<file path="config.mk">
export PLATFORM = sky130hd
export DESIGN_NAME = circular_deque
export DESIGN_NICKNAME = d
export VERILOG_FILES = /design/src/cdq_pkg.sv /design/src/circular_deque.sv /design/src/cdq_cell.sv /design/src/cdq_chain.sv
export SDC_FILE = /design/constraint.sdc
export NUM_CORES = 1
export LEC_CHECK = 0
export ABC_AREA = 1
export BUFFER_PORTS_ARGS = -buffer_cell sky130_fd_sc_hd__buf_2
export CELL_PAD_IN_SITES_DETAIL_PLACEMENT = 1
export CELL_PAD_IN_SITES_GLOBAL_PLACEMENT = 1
export CORE_AREA = 2 2 156 143
export DETAILED_ROUTE_END_ITERATION = 8
export DIE_AREA = 0 0 158 145
export GPL_ROUTABILITY_DRIVEN = 0
export HOLD_SLACK_MARGIN = 0.08
export PLACE_DENSITY_LB_ADDON = 0.2
export SETUP_SLACK_MARGIN = 0.05
export SKIP_CTS_REPAIR_TIMING = 1
export SYNTH_ARGS = -nofsm -noshare
export SYNTH_HDL_FRONTEND = slang
export SYNTH_HIERARCHICAL = 1
export SYNTH_SLANG_ARGS = --single-unit
</file>
<file path="constraint.sdc">
create_clock -name clk -period 6.23 [get_ports clk]
set_input_delay 0.9345 -clock clk [delete_from_list [all_inputs] [get_ports clk]]
set_output_delay 0.9345 -clock clk [all_outputs]
set_load 0.02 [all_outputs]
</file>
<file path="src/cdq_pkg.sv">
// Package for the circular deque: request and status codes, the shift
// command that steers the row of storage cells. No dependencies.
`default_nettype none

package cdq_pkg;

  // request kinds carried on the input tuser
  localparam logic [1:0] REQ_PUSH_REAR  = 2'd0;
  localparam logic [1:0] REQ_PUSH_FRONT = 2'd1;
  localparam logic [1:0] REQ_POP_FRONT  = 2'd2;
  localparam logic [1:0] REQ_POP_REAR   = 2'd3;

  // result status carried on the output tuser
  localparam logic [1:0] ST_DONE      = 2'd0;
  localparam logic [1:0] ST_OVERFLOW  = 2'd1;
  localparam logic [1:0] ST_UNDERFLOW = 2'd2;

  localparam int unsigned BYTE_W = 8;
  localparam int unsigned OCC_W  = 4;

  // command broadcast to every cell; at most one bit is set
  typedef struct packed {
    logic push_front;
    logic push_rear;
    logic pop_front;
    logic pop_rear;
  } cdq_op_t;

endpackage : cdq_pkg

`default_nettype wire

</file>
<file path="src/circular_deque.sv">
// Top level of the byte deque: request decode, item count, result register.
// Depends on cdq_pkg and cdq_chain.
//
//   channel | dir | tdata                         | tuser
//   --------+-----+-------------------------------+----------------
//   in_     | in  | [7:0] push_byte               | [1:0] req_type
//   out_    | out | [7:0] pop_byte, [11:8] occ.   | [1:0] status
//
// One request per cycle while the output is not stalled; each result appears in the cycle after its transfer.
// The output register lets a new request in whenever it is empty or taken.
// The longest path is the one-hot rear tap across all DEPTH-1 cells.
// Reset empties the row; no clearing pass is needed.
// A stalled output holds its result and blocks further input transfers.
`default_nettype none

module circular_deque
  import cdq_pkg::*;
#(
  parameter int unsigned DEPTH = 16
) (
  input  wire logic        clk,
  input  wire logic        rst_n,
  input  wire logic        in_tvalid,
  output logic             in_tready,
  input  wire logic [7:0]  in_tdata,   // [7:0] push_byte
  input  wire logic [1:0]  in_tuser,   // [1:0] req_type
  output logic             out_tvalid,
  input  wire logic        out_tready,
  output logic [15:0]      out_tdata,  // [7:0] pop_byte, [11:8] occupancy, rest zero
  output logic [1:0]       out_tuser   // [1:0] status
);

  localparam int unsigned CW = $clog2(DEPTH);

  logic              in_xfer;
  logic              empty, full;
  logic [BYTE_W-1:0] front_byte, rear_byte;
  cdq_op_t           op;
  logic [1:0]        status;
  logic [BYTE_W-1:0] pop_byte;
  logic [CW-1:0]     count_r, count_nxt;
  logic [CW+OCC_W-1:0] occ_ext;

  logic              out_valid_r, out_valid_nxt;
  logic [BYTE_W-1:0] pop_byte_r;
  logic [1:0]        status_r;
  logic [OCC_W-1:0]  occ_r;

  assign in_tready = !out_valid_r || out_tready;
  assign in_xfer   = in_tvalid && in_tready;

  // decode the request; refuse overflow and underflow
  always_comb begin
    op       = '0;
    status   = ST_DONE;
    pop_byte = '0;
    case (in_tuser)
      REQ_PUSH_REAR: begin
        if (full) status = ST_OVERFLOW;
        else      op.push_rear = in_xfer;
      end
      REQ_PUSH_FRONT: begin
        if (full) status = ST_OVERFLOW;
        else      op.push_front = in_xfer;
      end
      REQ_POP_FRONT: begin
        if (empty) begin
          status = ST_UNDERFLOW;
        end else begin
          op.pop_front = in_xfer;
          pop_byte     = front_byte;
        end
      end
      REQ_POP_REAR: begin
        if (empty) begin
          status = ST_UNDERFLOW;
        end else begin
          op.pop_rear = in_xfer;
          pop_byte    = rear_byte;
        end
      end
      default: begin
        op = '0;
      end
    endcase
  end

  cdq_chain #(
    .DEPTH (DEPTH)
  ) u_chain (
    .clk        (clk),
    .rst_n      (rst_n),
    .op         (op),
    .push_byte  (in_tdata),
    .empty      (empty),
    .full       (full),
    .front_byte (front_byte),
    .rear_byte  (rear_byte)
  );

  // track the number of items held
  always_comb begin
    count_nxt = count_r;
    if (op.push_front || op.push_rear) begin
      count_nxt = count_r + CW'(1);
    end else if (op.pop_front || op.pop_rear) begin
      count_nxt = count_r - CW'(1);
    end
  end

  assign occ_ext = {{OCC_W{1'b0}}, count_nxt};

  // hold the result until the output transfer
  always_comb begin
    out_valid_nxt = out_valid_r;
    if (in_xfer) begin
      out_valid_nxt = 1'b1;
    end else if (out_tready) begin
      out_valid_nxt = 1'b0;
    end
  end

  always_ff @(posedge clk) begin
    if (!rst_n) begin
      count_r     <= '0;
      out_valid_r <= 1'b0;
    end else begin
      count_r     <= count_nxt;
      out_valid_r <= out_valid_nxt;
    end
  end

  always_ff @(posedge clk) begin
    if (in_xfer) begin
      pop_byte_r <= pop_byte;
      status_r   <= status;
      occ_r      <= occ_ext[OCC_W-1:0];
    end
  end

  assign out_tvalid = out_valid_r;
  assign out_tdata  = {4'd0, occ_r, pop_byte_r};
  assign out_tuser  = status_r;

endmodule : circular_deque

`default_nettype wire

</file>
<file path="src/cdq_cell.sv">
// One storage cell of the deque row: a valid flag and a byte.
// Depends on cdq_pkg for the shift command type.
`default_nettype none

module cdq_cell
  import cdq_pkg::*;
(
  input  wire logic              clk,
  input  wire logic              rst_n,
  input  wire cdq_op_t           op,
  input  wire logic              left_valid,
  input  wire logic [BYTE_W-1:0] left_data,
  input  wire logic              right_valid,
  input  wire logic [BYTE_W-1:0] right_data,
  input  wire logic [BYTE_W-1:0] push_byte,
  output logic                   valid,
  output logic [BYTE_W-1:0]      data
);

  logic              valid_r, valid_nxt;
  logic [BYTE_W-1:0] data_r, data_nxt;

  // take from the left neighbour, the right neighbour or the pushed byte
  always_comb begin
    valid_nxt = valid_r;
    data_nxt  = data_r;
    if (op.push_front) begin
      valid_nxt = left_valid;
      data_nxt  = left_data;
    end else if (op.pop_front) begin
      valid_nxt = right_valid;
      data_nxt  = right_data;
    end else if (op.push_rear) begin
      // first empty cell behind the last item takes the byte
      if (!valid_r && left_valid) begin
        valid_nxt = 1'b1;
        data_nxt  = push_byte;
      end
    end else if (op.pop_rear) begin
      // the last item drops its flag
      valid_nxt = valid_r & right_valid;
    end
  end

  always_ff @(posedge clk) begin
    if (!rst_n) begin
      valid_r <= 1'b0;
    end else begin
      valid_r <= valid_nxt;
    end
  end

  always_ff @(posedge clk) begin
    data_r <= data_nxt;
  end

  assign valid = valid_r;
  assign data  = data_r;

endmodule : cdq_cell

`default_nettype wire

</file>
<file path="src/cdq_chain.sv">
// Row of DEPTH-1 deque cells with the front item in cell 0, and the tap
// that picks the rear item. Depends on cdq_pkg and cdq_cell.
`default_nettype none

module cdq_chain
  import cdq_pkg::*;
#(
  parameter int unsigned DEPTH = 16
) (
  input  wire logic              clk,
  input  wire logic              rst_n,
  input  wire cdq_op_t           op,
  input  wire logic [BYTE_W-1:0] push_byte,
  output logic                   empty,
  output logic                   full,
  output logic [BYTE_W-1:0]      front_byte,
  output logic [BYTE_W-1:0]      rear_byte
);

  localparam int unsigned NCELL = DEPTH - 1;

  logic              cell_valid [NCELL];
  logic [BYTE_W-1:0] cell_data  [NCELL];
  logic [BYTE_W-1:0] rear_tap   [NCELL];

  // build the row; cell 0 sees the pushed byte on its left
  for (genvar i = 0; i < NCELL; i++) begin : g_cell
    logic              lv, rv;
    logic [BYTE_W-1:0] ld, rd;

    if (i == 0) begin : g_first
      assign lv = 1'b1;
      assign ld = push_byte;
    end else begin : g_mid_l
      assign lv = cell_valid[i-1];
      assign ld = cell_data[i-1];
    end

    if (i == NCELL - 1) begin : g_last
      assign rv = 1'b0;
      assign rd = '0;
    end else begin : g_mid_r
      assign rv = cell_valid[i+1];
      assign rd = cell_data[i+1];
    end

    cdq_cell u_cell (
      .clk         (clk),
      .rst_n       (rst_n),
      .op          (op),
      .left_valid  (lv),
      .left_data   (ld),
      .right_valid (rv),
      .right_data  (rd),
      .push_byte   (push_byte),
      .valid       (cell_valid[i]),
      .data        (cell_data[i])
    );

    // only the last valid cell drives its byte onto the rear tap
    assign rear_tap[i] = (cell_valid[i] && !rv) ? cell_data[i] : '0;
  end

  // combine the one-hot rear taps
  always_comb begin
    rear_byte = '0;
    for (int unsigned i = 0; i < NCELL; i++) begin
      rear_byte = rear_byte | rear_tap[i];
    end
  end

  assign empty      = !cell_valid[0];
  assign full       = cell_valid[NCELL-1];
  assign front_byte = cell_data[0];

endmodule : cdq_chain

`default_nettype wire

</file>
==> impl_results.rst <==
.. list-table::
   :header-rows: 1

   * - Metric
     - Value
   * - Final setup vio count
     - 0
   * - Fin Clk Skew
     - between 0.009 and 0.01 ns
   * - Share of cells above drive strength 1
     - 0.1538
   * - Total routing resource utilization after global routing
     - 0.3312
   * - Standard cell with the maximum stage delay on the critical path
     - nor2_4
   * - Kind of end point of the critical path
     - flop
   * - Via count
     - 9,912
   * - Horizontal die dimension
     - between 150 and 200 um
   * - List of cells traversed by the critical path
     - buf_2, clkinv_1, nand2_2, nand3_2, nor2_4, inv_1, nand2_4, a21oi_1, inv_1
   * - Run status
     - completed
   * - DP Cell Count
     - 1,689
   * - Placed standard-cell area
     - 10,610 um^2
   * - Headroom to the max-slew limit
     - 0.2483
   * - Total number of yosys warnings
     - 6
   * - Core area
     - 21,310 um^2
   * - Flop and latch count out of synthesis
     - around 150
   * - Overall routed net length
     - 36,940 um
   * - Antenna Violating Nets Remaining
     - 0
   * - Worst path required time
     - 6.33 ns
   * - Synthesized netlist cell count
     - 1,414
   * - Max IR drop VDD
     - 187.4 uV
   * - Startpoint kind of the worst setup timing path
     - primary input
   * - Number of library cell types mapped by synthesis
     - 32
   * - Die boundary height
     - about 150 um
   * - Initial core utilization
     - 0.4996
   * - Share of the cycle needed by the critical path after routing
     - 0.4938
   * - Peak per-stage delay on the critical path
     - 0.92 ns
   * - Slew at the pin closest to its max-slew limit
     - 1.125 ns
   * - Layout Nets
     - 1,433
   * - Post-synth ARST share
     - 0
   * - Post-layout instance count excluding filler cells
     - roughly 1,700
   * - Router iterations before antenna repair
     - 5
   * - Class of the most critical hold timing path
     - reg2reg
   * - Pwr Density
     - 255.8 nW/um^2
   * - CTS buffer count
     - 17
   * - Share of synthesized area occupied by flip-flops and latches
     - 0.4155
   * - Total Die Area
     - 22,910 um^2
   * - Post-synth EDFFs
     - around 130
   * - Critical path type
     - in2reg
   * - Number of antenna cells inserted
     - 0
   * - Global-route wire length before repair
     - 57,150 um
   * - Number of standard-cell rows in the floorplan
     - 51
   * - Leak
     - 4.784 nW
   * - Clock root cell
     - clkbuf_16
   * - Vias/cell
     - 5.759
   * - Worst path most repeated cell
     - inv_1
   * - Overflow left after global routing
     - 0
   * - Final critical path time including I/O delays and setup
     - 3.077 ns
   * - TritonCTS clock tree
     - built
   * - Final setup TNS
     - 0 ns
   * - Avg Synthesized Cell Area
     - 7.530 um^2
   * - Number of maximum-capacitance constraint violations
     - 0
   * - DR iter-0 viols
     - 1,026
   * - Synth-to-Final Area Change
     - 5.288%
   * - Fillers
     - 2,801
   * - Commonest non-fill, non-tap cell in the layout
     - nand2_1
   * - CTS H-tree lvls
     - 4
   * - CTS Buffer Depth
     - 2
   * - HPWL after detailed placement
     - between 20,000 and 25,000 um
   * - Clock-pin transition on the worst setup and hold timing paths
     - 0.07 ns
   * - Worst skew pair latency
     - between 0.4 and 0.5 ns
   * - Top-level I/O count
     - 34
   * - Routed WL per cell
     - 21.47 um
   * - Final-report max-slew violation count
     - 0
   * - Number of antenna violations at the first check in global routing
     - 0
   * - Area of all sequential standard cells
     - 4424 um^2
   * - Top FF cell, synth
     - edfxtp_1
   * - Most used cells in the layout excluding fill and tap cells
     - nand2_1, a21oi_1, nor2_1
   * - Clk sinks
     - around 150
   * - Number of remaining DRC errors
     - 0
   * - Number of buffers added on ports
     - 29
   * - Total count of hold-check failures in the final report
     - 0
   * - Biggest fanout along the worst timing path
     - 45
   * - Highest clock rate
     - 325.0 MHz
   * - Combined area of the multi-input logic cells
     - about 5000 um^2
   * - Synthesized cell area
     - 10,650 um^2
   * - Maximum number of pins on one net before global-route repair
     - 181
   * - Vias in the first global route
     - 9,970
   * - Arr. time, crit path
     - between 3 and 4 ns
   * - Final standard cell area without fillers
     - about 11,000 um^2
   * - RSZ-0062 raised after global routing
     - false
per-stage QoR:
| step | worst slack, ns | utilization | hold WS (ns) | power [mW] |
|---|---|---|---|---|
| after floorplan | 2.431 | - | 0.5156 | 1.661 |
| after global routing | 2.904 | 0.5260 | 0.6291 | 2.984 |
| final | 3.153 | 0.5260 | 0.5615 | 2.868 |
| after global placement | 2.844 | 0.4979 | 0.5389 | 1.770 |
| after detailed placement | 2.737 | 0.4979 | 0.5634 | 1.794 |
| after CTS | 3.161 | 0.5260 | 0.5797 | 2.876 |
sequential cells by signal, indices dropped and copies added (netlist names):
name                         flops
out_tvalid                       1
u_chain/g_cell.u_cell/valid     15
occ_r                            4
count_r                          4
out_tuser                        2
u_chain/g_cell.u_cell/data     120
pop_byte_r                       8
routing by layer:
metal	share of wire	wire [um]	GRT usage	vias up
li1	-	-	-	4611
met5	0	0	0	-
met3	0.079	2930	0.04898	80
met2	0.47	17430	0.5350	489
met4	0.028	1043	0.1104	0
met1	0.42	15540	0.4552	4732
kinds of logic after synthesis:
kind of cell,count (synthesis),share of synthesized area
fa+ha+maj,2,0.002350
flops,154,0.4155
other cells,3,0.001058
simple gates,744,0.3147
xor+xnor,3,0.003173
compound gates,298,0.1410
buf+inv,210,0.1222
area by class of cell:
type,instances,area share
timing repair buffer,32,0.01719
multi-input combinational,1062,0.4453
clock buffer,18,0.03828
tap,291,0.03248
clock inverter,14,0.01518
inverter,150,0.05692
sequential,154,0.3946
worst paths after layout:
| kind | startpoint | to | slack, ns | depth (start not counted) |
|---|---|---|---|---|
| max reg2reg | u_chain/g_cell[14].u_cell/valid$_SDFFE_PN0P_ | u_chain/g_cell[5].u_cell/data[6]$_DFFE_PP_ | 3.22 | 7 |
| max | out_tready | u_chain/g_cell[5].u_cell/data[6]$_DFFE_PP_ | 3.15 | 9 |
| min | count_r[3]$_SDFF_PN0_ | count_r[3]$_SDFF_PN0_ | 0.56 | 3 |
| min reg2reg | count_r[3]$_SDFF_PN0_ | count_r[3]$_SDFF_PN0_ | 0.56 | 3 |
synth_stat cells, types with 15 or more instances:
cell / number / area share
nand2_1: 352 / 0.12
a21oi_1: 274 / 0.13
nor2_1: 159 / 0.056
edfxtp_1: 134 / 0.38
nand3_1: 100 / 0.047
inv_1: 97 / 0.034
nor2_2: 65 / 0.038
inv_2: 24 / 0.0085
dfxtp_1: 20 / 0.038
buf_6: 18 / 0.019
buf_2: 17 / 0.0080
nand2_2: 16 / 0.0094
nand2_4: 16 / 0.017
buf_12: 15 / 0.028
inv_6: 15 / 0.012
o21ai_0: 15 / 0.0071
or2_1: 15 / 0.0088
or2_2: 15 / 0.0088
critical path: cells and delay by family:
family | cells | cell delay (ns)
AOI/OAI and AO/OA | 1 | 0.07
buffers and inverters | 4 | 0.72
and+or+nand+nor | 4 | 1.43
power by group:
group          switching (mW)  total, mW  internal [mW]
clock                   0.448       1.08          0.632
combinational           0.350      0.515          0.165
sequential             0.0849       1.27           1.19
total                   0.883       2.87           1.99
Power figures use the tool's default switching activity.
